<file path="src/rtl/core/drf_pkg.sv">
// Package for the delta regression filter: sequencer states, configuration
// register indexes and the fixed-point constants of the datapath.
// Depends on nothing; used by delta_regression_filter_top.
package drf_pkg;

    // Sequencer states of the shared arithmetic unit.
    typedef enum logic [3:0] {
        S_IDLE,
        S_RD_PRIOR,
        S_RD_LATER,
        S_TERM,
        S_DIV,
        S_DIV_END,
        S_ACC_TERM,
        S_ACC_NUM,
        S_RESULT
    } state_t;

    localparam int CFG_INDEX_W   = 3;
    localparam int CFG_DATA_W    = 4;
    localparam int HALF_WINDOW_W = 4;

    // Configuration register indexes.
    typedef enum logic [CFG_INDEX_W-1:0] {
        CFG_HALF_WINDOW      = 3'd0,
        CFG_ABS_OUTPUT       = 3'd1,
        CFG_HALF_WAVE_RECT   = 3'd2,
        CFG_ONLY_IN_SEGMENTS = 3'd3,
        CFG_RELATIVE_DELTA   = 3'd4
    } cfg_index_t;

    localparam logic [HALF_WINDOW_W-1:0] HALF_WINDOW_RESET = 4'd2;

    // Q16.16 fraction bits, and the magnitude cap of a relative term (2^50).
    localparam int FRAC_BITS = 16;
    localparam int CAP_BITS  = 50;

endpackage

</file>
<file path="src/rtl/core/delta_regression_filter_top.sv">
// Each item runs over P = max(W,1) pairs. The divider is NUMW bits wide (58 by default)
// and serves each relative term with a non-zero prior, and the final division when W > 0
// and some pair was counted.
// Pacing: a new item is taken only once the block is idle again; the single restoring
// divider, one quotient bit per cycle, and the one-read-port line memory set the pace.
// Reset: asynchronous, active low; clears the sequencer, fill count and control registers;
// the configuration registers take their defaults, the payload registers are not reset.
// Delta regression filter top level: circular sample line, shared divider and sequencer.
// Depends on drf_pkg.
module delta_regression_filter_top #(
    parameter int MAX_HALF_WINDOW = 8,
    parameter int SAMPLE_WIDTH    = 32
) (
    input  logic                                 clk,
    input  logic                                 rst_n,
    input  logic                                 in_valid,
    output logic                                 in_ready,
    input  logic signed [SAMPLE_WIDTH-1:0]       sample_value,
    input  logic                                 sample_missing,
    output logic                                 out_valid,
    input  logic                                 out_ready,
    output logic signed [SAMPLE_WIDTH-1:0]       delta_value,
    output logic                                 window_primed,
    input  logic                                 cfg_write,
    input  logic [drf_pkg::CFG_INDEX_W-1:0]      cfg_index,
    input  logic [drf_pkg::CFG_DATA_W-1:0]       cfg_data
);

    localparam int SW         = SAMPLE_WIDTH;
    localparam int M          = MAX_HALF_WINDOW;
    localparam int LINE_DEPTH = 2 * M + 1;
    localparam int AW         = $clog2(LINE_DEPTH);
    localparam int FW         = $clog2(LINE_DEPTH + 1);
    localparam int IW         = $clog2(M + 1);
    localparam int TW         = (SW + 1 > drf_pkg::CAP_BITS + 2) ? SW + 1
                                                                 : drf_pkg::CAP_BITS + 2;
    localparam int NW         = TW + $clog2(M * (M + 1) / 2 + 1);
    localparam int DEN_MAX    = M * (M + 1) * (2 * M + 1) / 3;
    localparam int DENW       = $clog2(DEN_MAX + 1);
    localparam int DSW        = (SW > DENW) ? SW : DENW;
    localparam int RELW       = SW + 1 + drf_pkg::FRAC_BITS;
    localparam int NUMW       = (RELW > NW) ? RELW : NW;
    localparam int CW         = $clog2(NUMW);
    localparam int RW         = NW + 1;

    localparam logic [NUMW-1:0] CAP_VALUE = NUMW'(1) << drf_pkg::CAP_BITS;
    localparam logic signed [RW:0] SAT_MAX = {{(RW - SW + 2){1'b0}}, {(SW - 1){1'b1}}};
    localparam logic signed [RW:0] SAT_MIN = {{(RW - SW + 2){1'b1}}, {(SW - 1){1'b0}}};

    // Configuration registers.
    logic [drf_pkg::HALF_WINDOW_W-1:0] half_window_reg;
    logic abs_output_reg, half_wave_rect_reg, only_in_segments_reg, relative_delta_reg;

    // Control state.
    drf_pkg::state_t state_reg, state_next;
    logic [AW-1:0]  wp_reg, wp_next;
    logic [FW-1:0]  fill_reg, fill_next;
    logic [IW-1:0]  w_reg, w_next;
    logic [IW-1:0]  i_reg, i_next;
    logic [CW-1:0]  cnt_reg, cnt_next;
    logic           div_final_reg, div_final_next;
    logic           out_valid_reg, out_valid_next;

    // Datapath registers.
    logic [SW:0]              line_mem [LINE_DEPTH];
    logic [SW:0]              rd_data_reg;
    logic                     rd_zero_reg;
    logic signed [SW-1:0]     prior_reg, prior_next;
    logic                     prior_miss_reg, prior_miss_next;
    logic signed [TW-1:0]     term_reg, term_next;
    logic                     pair_ok_reg, pair_ok_next;
    logic signed [NW-1:0]     partial_reg, partial_next;
    logic signed [NW-1:0]     num_reg, num_next;
    logic [DENW-1:0]          den_reg, den_next;
    logic [DSW-1:0]           div_rem_reg, div_rem_next;
    logic [NUMW-1:0]          div_quo_reg, div_quo_next;
    logic [DSW-1:0]           div_den_reg, div_den_next;
    logic                     neg_reg, neg_next;
    logic signed [RW-1:0]     res_reg, res_next;
    logic                     primed_reg, primed_next;
    logic signed [SW-1:0]     delta_value_reg, delta_value_next;
    logic                     window_primed_reg, window_primed_next;

    // Combinational helpers.
    logic                     accept;
    logic [AW-1:0]            wp_inc;
    logic [IW-1:0]            w_eff;
    logic [FW-1:0]            fill_inc;
    logic [FW-1:0]            prime_level;
    logic [AW-1:0]            rd_index, rd_addr;
    logic signed [SW-1:0]     later_val;
    logic                     later_miss;
    logic signed [SW:0]       diff;
    logic [SW:0]              dmag;
    logic [SW-1:0]            pmag;
    logic [DSW:0]             div_shift;
    logic [DSW+1:0]           div_trial;
    logic [NUMW-1:0]          q_capped;
    logic [TW-1:0]            term_mag;
    logic [2*IW-1:0]          i_sq;
    logic signed [NW-1:0]     num_sum;
    logic [NW-1:0]            num_mag;
    logic signed [RW:0]       res_ext, res_adj;

    assign accept        = in_valid && in_ready;
    assign in_ready      = (state_reg == drf_pkg::S_IDLE);
    assign out_valid     = out_valid_reg;
    assign delta_value   = delta_value_reg;
    assign window_primed = window_primed_reg;

    // Configuration writes.
    always_ff @(posedge clk or negedge rst_n)
    begin
        if (!rst_n)
        begin
            half_window_reg      <= drf_pkg::HALF_WINDOW_RESET;
            abs_output_reg       <= 1'b0;
            half_wave_rect_reg   <= 1'b0;
            only_in_segments_reg <= 1'b0;
            relative_delta_reg   <= 1'b0;
        end
        else if (cfg_write)
        begin
            unique case (cfg_index)
                drf_pkg::CFG_HALF_WINDOW:      half_window_reg      <= cfg_data;
                drf_pkg::CFG_ABS_OUTPUT:       abs_output_reg       <= cfg_data[0];
                drf_pkg::CFG_HALF_WAVE_RECT:   half_wave_rect_reg   <= cfg_data[0];
                drf_pkg::CFG_ONLY_IN_SEGMENTS: only_in_segments_reg <= cfg_data[0];
                drf_pkg::CFG_RELATIVE_DELTA:   relative_delta_reg   <= cfg_data[0];
                default:                       ;
            endcase
        end
    end

    // Sample line: newest entry at wp_reg; line position k sits k entries behind it.
    always_comb
    begin
        wp_inc   = (wp_reg == AW'(LINE_DEPTH - 1)) ? '0 : wp_reg + 1'b1;
        fill_inc = (fill_reg == FW'(LINE_DEPTH)) ? fill_reg : fill_reg + 1'b1;
        w_eff    = (int'(half_window_reg) > M) ? IW'(M) : IW'(half_window_reg);
        prime_level = (w_eff == '0) ? FW'(2) : FW'({w_eff, 1'b1});

        if (state_reg == drf_pkg::S_RD_LATER)
        begin
            rd_index = (w_reg == '0) ? '0 : AW'(w_reg) - AW'(i_reg);
        end
        else
        begin
            rd_index = AW'(w_reg) + AW'(i_reg);
        end

        if (wp_reg >= rd_index)
        begin
            rd_addr = wp_reg - rd_index;
        end
        else
        begin
            rd_addr = AW'({1'b0, wp_reg} + (AW + 1)'(LINE_DEPTH) - {1'b0, rd_index});
        end
    end

    // Positions not yet written since reset read as zero and not missing.
    always_ff @(posedge clk)
    begin
        if (accept)
        begin
            line_mem[wp_inc] <= {sample_missing, sample_value};
        end
        rd_data_reg <= line_mem[rd_addr];
        rd_zero_reg <= (FW'(rd_index) >= fill_reg);
    end

    // Datapath helpers.
    always_comb
    begin
        later_val  = rd_zero_reg ? '0 : rd_data_reg[SW-1:0];
        later_miss = !rd_zero_reg && rd_data_reg[SW];
        diff       = {later_val[SW-1], later_val} - {prior_reg[SW-1], prior_reg};
        dmag       = diff[SW] ? -diff : diff;
        pmag       = prior_reg[SW-1] ? -prior_reg : prior_reg;

        div_shift  = {div_rem_reg, div_quo_reg[NUMW-1]};
        div_trial  = {1'b0, div_shift} - {2'b0, div_den_reg};

        q_capped   = (div_quo_reg > CAP_VALUE) ? CAP_VALUE : div_quo_reg;
        term_mag   = TW'(q_capped);
        i_sq       = i_reg * i_reg;

        num_sum    = num_reg + partial_reg;
        num_mag    = num_sum[NW-1] ? -num_sum : num_sum;

        res_ext    = (RW + 1)'(res_reg);
        if (half_wave_rect_reg)
        begin
            res_adj = res_ext[RW] ? '0 : res_ext;
        end
        else if (abs_output_reg)
        begin
            res_adj = res_ext[RW] ? -res_ext : res_ext;
        end
        else
        begin
            res_adj = res_ext;
        end
    end

    // Sequencer: next state and register updates.
    always_comb
    begin
        state_next         = state_reg;
        wp_next            = wp_reg;
        fill_next          = fill_reg;
        w_next             = w_reg;
        i_next             = i_reg;
        cnt_next           = cnt_reg;
        div_final_next     = div_final_reg;
        out_valid_next     = out_valid_reg && !out_ready;
        prior_next         = prior_reg;
        prior_miss_next    = prior_miss_reg;
        term_next          = term_reg;
        pair_ok_next       = pair_ok_reg;
        partial_next       = partial_reg;
        num_next           = num_reg;
        den_next           = den_reg;
        div_rem_next       = div_rem_reg;
        div_quo_next       = div_quo_reg;
        div_den_next       = div_den_reg;
        neg_next           = neg_reg;
        res_next           = res_reg;
        primed_next        = primed_reg;
        delta_value_next   = delta_value_reg;
        window_primed_next = window_primed_reg;

        unique case (state_reg)
            drf_pkg::S_IDLE:
            begin
                if (in_valid)
                begin
                    wp_next      = wp_inc;
                    fill_next    = fill_inc;
                    w_next       = w_eff;
                    i_next       = (w_eff == '0) ? IW'(1) : w_eff;
                    primed_next  = (fill_inc >= prime_level);
                    partial_next = '0;
                    num_next     = '0;
                    den_next     = '0;
                    state_next   = drf_pkg::S_RD_PRIOR;
                end
            end

            drf_pkg::S_RD_PRIOR:
            begin
                state_next = drf_pkg::S_RD_LATER;
            end

            drf_pkg::S_RD_LATER:
            begin
                prior_next      = rd_zero_reg ? '0 : rd_data_reg[SW-1:0];
                prior_miss_next = !rd_zero_reg && rd_data_reg[SW];
                state_next      = drf_pkg::S_TERM;
            end

            drf_pkg::S_TERM:
            begin
                if (only_in_segments_reg && (prior_miss_reg || later_miss))
                begin
                    term_next    = '0;
                    pair_ok_next = 1'b0;
                    state_next   = drf_pkg::S_ACC_TERM;
                end
                else if (!relative_delta_reg)
                begin
                    term_next    = TW'(diff);
                    pair_ok_next = 1'b1;
                    state_next   = drf_pkg::S_ACC_TERM;
                end
                else if (prior_reg == '0)
                begin
                    term_next    = '0;
                    pair_ok_next = 1'b1;
                    state_next   = drf_pkg::S_ACC_TERM;
                end
                else
                begin
                    // Relative term: (|diff| << 16) / |prior| on the shared divider.
                    pair_ok_next   = 1'b1;
                    neg_next       = diff[SW];
                    div_rem_next   = '0;
                    div_quo_next   = NUMW'({dmag, {drf_pkg::FRAC_BITS{1'b0}}});
                    div_den_next   = DSW'(pmag);
                    div_final_next = 1'b0;
                    cnt_next       = '0;
                    state_next     = drf_pkg::S_DIV;
                end
            end

            drf_pkg::S_DIV:
            begin
                if (!div_trial[DSW+1])
                begin
                    div_rem_next = div_trial[DSW-1:0];
                end
                else
                begin
                    div_rem_next = div_shift[DSW-1:0];
                end
                div_quo_next = {div_quo_reg[NUMW-2:0], ~div_trial[DSW+1]};
                cnt_next     = cnt_reg + 1'b1;
                if (cnt_reg == CW'(NUMW - 1))
                begin
                    state_next = drf_pkg::S_DIV_END;
                end
            end

            drf_pkg::S_DIV_END:
            begin
                if (div_final_reg)
                begin
                    res_next   = neg_reg ? -RW'(div_quo_reg) : RW'(div_quo_reg);
                    state_next = drf_pkg::S_RESULT;
                end
                else
                begin
                    term_next  = neg_reg ? -term_mag : term_mag;
                    state_next = drf_pkg::S_ACC_TERM;
                end
            end

            drf_pkg::S_ACC_TERM:
            begin
                // Weights come from running the pairs from the outside in:
                // the running sum of terms is added once per remaining pair.
                partial_next = partial_reg + NW'(term_reg);
                if (pair_ok_reg)
                begin
                    den_next = den_reg + DENW'({i_sq, 1'b0});
                end
                state_next = drf_pkg::S_ACC_NUM;
            end

            drf_pkg::S_ACC_NUM:
            begin
                num_next = num_sum;
                if (i_reg != IW'(1))
                begin
                    i_next     = i_reg - 1'b1;
                    state_next = drf_pkg::S_RD_PRIOR;
                end
                else if (w_reg == '0)
                begin
                    res_next   = RW'(partial_reg);
                    state_next = drf_pkg::S_RESULT;
                end
                else if (den_reg == '0)
                begin
                    res_next   = '0;
                    state_next = drf_pkg::S_RESULT;
                end
                else
                begin
                    neg_next       = num_sum[NW-1];
                    div_rem_next   = '0;
                    div_quo_next   = NUMW'(num_mag);
                    div_den_next   = DSW'(den_reg);
                    div_final_next = 1'b1;
                    cnt_next       = '0;
                    state_next     = drf_pkg::S_DIV;
                end
            end

            drf_pkg::S_RESULT:
            begin
                if (!out_valid_reg || out_ready)
                begin
                    out_valid_next = 1'b1;
                    if (res_adj > SAT_MAX)
                    begin
                        delta_value_next = SAT_MAX[SW-1:0];
                    end
                    else if (res_adj < SAT_MIN)
                    begin
                        delta_value_next = SAT_MIN[SW-1:0];
                    end
                    else
                    begin
                        delta_value_next = res_adj[SW-1:0];
                    end
                    window_primed_next = primed_reg;
                    state_next         = drf_pkg::S_IDLE;
                end
            end

            default:
            begin
                state_next = drf_pkg::S_IDLE;
            end
        endcase
    end

    // State register and control.
    always_ff @(posedge clk or negedge rst_n)
    begin
        if (!rst_n)
        begin
            state_reg     <= drf_pkg::S_IDLE;
            wp_reg        <= AW'(LINE_DEPTH - 1);
            fill_reg      <= '0;
            w_reg         <= '0;
            i_reg         <= IW'(1);
            cnt_reg       <= '0;
            div_final_reg <= 1'b0;
            out_valid_reg <= 1'b0;
        end
        else
        begin
            state_reg     <= state_next;
            wp_reg        <= wp_next;
            fill_reg      <= fill_next;
            w_reg         <= w_next;
            i_reg         <= i_next;
            cnt_reg       <= cnt_next;
            div_final_reg <= div_final_next;
            out_valid_reg <= out_valid_next;
        end
    end

    // Payload registers.
    always_ff @(posedge clk)
    begin
        prior_reg         <= prior_next;
        prior_miss_reg    <= prior_miss_next;
        term_reg          <= term_next;
        pair_ok_reg       <= pair_ok_next;
        partial_reg       <= partial_next;
        num_reg           <= num_next;
        den_reg           <= den_next;
        div_rem_reg       <= div_rem_next;
        div_quo_reg       <= div_quo_next;
        div_den_reg       <= div_den_next;
        neg_reg           <= neg_next;
        res_reg           <= res_next;
        primed_reg        <= primed_next;
        delta_value_reg   <= delta_value_next;
        window_primed_reg <= window_primed_next;
    end

`ifndef SYNTHESIS
    a_busy_after_accept: assert property (@(posedge clk) disable iff (!rst_n)
        in_valid && in_ready |=> !in_ready)
        else $error("block still ready in the cycle after taking an item");

    a_fill_bound: assert property (@(posedge clk) disable iff (!rst_n)
        fill_reg <= FW'(LINE_DEPTH))
        else $error("fill count beyond the line depth");

    a_rem_bound: assert property (@(posedge clk) disable iff (!rst_n)
        state_reg == drf_pkg::S_DIV |-> div_rem_reg < div_den_reg)
        else $error("divider remainder not below the divisor");

    a_pair_index: assert property (@(posedge clk) disable iff (!rst_n)
        state_reg != drf_pkg::S_IDLE |-> (i_reg != '0) &&
            ((i_reg <= w_reg) || (i_reg == IW'(1))))
        else $error("pair index outside the half window");
`endif

endmodule
</file>
<file path="config.mk">
export PLATFORM = sky130hd
export DESIGN_NAME = delta_regression_filter_top
export DESIGN_NICKNAME = d
export VERILOG_FILES = /design/src/rtl/core/drf_pkg.sv /design/src/rtl/core/delta_regression_filter_top.sv
export SDC_FILE = /design/constraint.sdc
export NUM_CORES = 2
export LEC_CHECK = 0
export BUFFER_PORTS_ARGS = -buffer_cell sky130_fd_sc_hd__buf_2
export CORE_MARGIN = 2
export CORE_UTILIZATION = 60
export CTS_CLUSTER_SIZE = 25
export DETAILED_ROUTE_END_ITERATION = 10
export PLACE_DENSITY = 0.77
export SETUP_SLACK_MARGIN = 0.4
export SYNTH_ARGS = -nofsm -noshare
export SYNTH_HDL_FRONTEND = slang
export SYNTH_SLANG_ARGS = --single-unit
</file>
<file path="constraint.sdc">
create_clock -name clk -period 14.2 [get_ports clk]
set_input_delay 1.42 -clock clk [delete_from_list [all_inputs] [get_ports clk]]
set_output_delay 1.42 -clock clk [all_outputs]
set_load 0.02 [all_outputs]
</file>
==> flow_summary.ini <==
[outcome]
outcome = finished, final reports clean

[die]
ioPinCount = 80
die_w_um = 317
die_height_um = 317
die-area_sq_mm = 0.100
start_util_pct = 60.6
row_count = 114
core_sq_mm = 0.0969

[synthesis]
ys_types = 102
synthFlopType = edfxtp_1
yosysSeqAreaShare_pct = 53.3
synth-seq-cells = 1059
yosys_warnings = 0
synthesis.nets = 5409
synth_cells = 5120
synth_edf_count = 987
syn_area_per_cell_sq_um = 11.5
synth_area_sq_mm = 0.0587
async_reset_ff_share_pct = 3.59

[setup_path]
r2r_cells = 21
arrival_ns = 7.95
crit_path_end = rd_data_reg[4]
crit_fanout = 49
reg2reg_slack_ns = 6.83
criticalPathCategory = flip-flop to flip-flop
crit_slowest_cell = buf_4
crit_top_cell = buf_4
end_kind = flip-flop
reg2reg_to = rd_data_reg[4]
start_kind = flip-flop
cp.required_ns = 14.78
cp_cell_sequence = nor2b_1 > nand2_1 > inv_1 > buf_4 > nand2_1 > o211ai_1 > o21a_1 > inv_1 > ha_1 > inv_1 > o21ai_0 > a31oi_1 > buf_4 > mux2i_4 > buf_4 > buf_4 > buf_4 > mux4_2 > mux2_2 > o211ai_1 > o21ai_0
worstReg2RegStart = state_reg[1]
critPathMaxStageDelay_ns = 0.87
worstSetupStartpoint = state_reg[1]

[cells_and_area]
final_nets = 5420
largest_reg_flops = 561
layout-drive-gt1-share_pct = 11.3
mostFrequentLayoutCell = edfxtp_1
area_growth_syn_to_layout_pct = 9.14
layout_common_cells = edfxtp_1 (987), nand2_1 (402), nor2_1 (397), o21ai_0 (387), a21oi_1 (279)

[routing]
route.detailed.drc = 0
met2_length_um = 76800
first_pass_iters = 6
drtAntennaViolNets = 0
highest_layer = met5
drt_iter0_markers = 4811
viasPerCell = 6.54
met3_wirelength_um = 11000
via_count = 42500
wl_um = 156000
wl_per_cell_um = 24.1
met1Wirelength_um = 61000

[timing]
finClkSkew_ns = 0.0456
tightestPinTransition_ns = 1.32
max_freq_ghz = 0.136
finalSetupTns_ns = 0
fin_crit_sh_pct = 51.9
layout_min_cycle_time_ns = 7.37
rsz0062_at_grt = no
setup_viol = 0
hold_viol_final = 0
slew_headroom_pct = 11.4
finalMaxSlewViolations = 0

[placement]
hpwlAfterDp_um = 104000
portBuffers = 79
gp_congestion = 0.959

[clock_tree]
cts.sinks = 1059
htreeDepth = 3
cts_tree = yes
cts_hold_buf = 0
path_clk_slew_ns = 0.06
cts_buffers = 105
cts_root_buf = clkbuf_16
clockBufferDepth = 3
cts_setup_buffers = 0
insertion_delay_ns = 0.73
post_cts_resized = 0

[global_routing]
gr-total-overflow = 0
antenna_found_initial = 15
grt_first_pass_wirelength_um = 238000
grt_use_total_pct = 31.1
grt_max_degree = 133
grt_pass1_vias = 41000

[job]
drv_cap = 0

[worst_hold_path]
hp-class = flip-flop to flip-flop
hold_depth = 0
==> cell families after synthesis <==
kind of cell	synth area share, %
AO/OA/AOI/OAI	14.1
adder cells (fa/ha/maj)	5.35
multiplexers	7.04
XOR/XNOR	5.07
buffers and inverters	2.99
flip-flops	53.3
AND/OR/NAND/NOR	12.2
==> critical path: cells and delay by family (launching register included) <==
kind	cells	cell delay (ns)
simple gates	3	0.77
buf+inv	8	3.30
flops	1	0.58
fa+ha+maj	1	0.33
mux	3	1.12
compound gates	6	1.00
==> final cells by class <==
cell class,count,area [sq um]
diodes,3,7.51
flip-flops and latches,1059,31300
inverters,219,822
clock buffers,130,2740
well taps,1276,1600
fillers,7005,32800
clock inverters,69,747
multi-input cells,3603,25900
repair buffers,143,888
==> worst min path at each step <==
stage	to	slack, ns	from
after floorplan	window_primed	0.40	primed_reg
after global placement	window_primed	0.42	primed_reg
after detailed placement	window_primed	0.43	primed_reg
after CTS	window_primed	0.45	primed_reg
after global routing	window_primed	0.45	primed_reg
final	window_primed	0.44	primed_reg
==> through the flow <==
step           utilization, %  std cells  worst slack (ns)  area, sq um  hold WS, ns
3_5_place_dp             62.5       6300              6.79        60500        0.430
5_1_grt                  66.1       6502              6.15        64000        0.448
2_1_floorplan               -       5120              4.49        58700        0.400
6_report                 66.1       6502              6.83        64000        0.442
3_3_place_gp             62.5       6300              7.01        60500        0.423
4_1_cts                  66.1       6499              6.69        64000        0.445
==> cell usage after synthesis (43+ instances only) <==
library cell | instances | area share [%]
nor3_1 | 101 | 0.86
a21o_1 | 96 | 1.2
xnor2_1 | 174 | 2.6
nand4_1 | 53 | 0.57
a21oi_1 | 283 | 2.4
o21a_1 | 49 | 0.63
o21ai_0 | 389 | 3.3
ha_1 | 233 | 5.0
edfxtp_1 | 987 | 51
o31ai_1 | 48 | 0.61
nor2_1 | 417 | 2.7
mux4_2 | 132 | 5.1
nand2_1 | 406 | 2.6
o211ai_1 | 69 | 0.88
mux2_2 | 51 | 0.98
mux2i_1 | 58 | 0.99
and3_1 | 49 | 0.52
a31oi_1 | 43 | 0.46
clkbuf_1 | 197 | 1.3
xor2_1 | 164 | 2.4
inv_1 | 217 | 1.4
nor2b_1 | 72 | 0.77
nand3_1 | 112 | 0.96
==> per-layer routing <==
metal	global-route usage, %	up-vias
li1	-	19400
met1	39.8	20800
met2	53.0	1872
met3	3.71	388
met4	14.8	14
met5	0	-
Power is not shown: default switching activity piles up to over one toggle a cycle in this logic, so the estimate is an artifact.
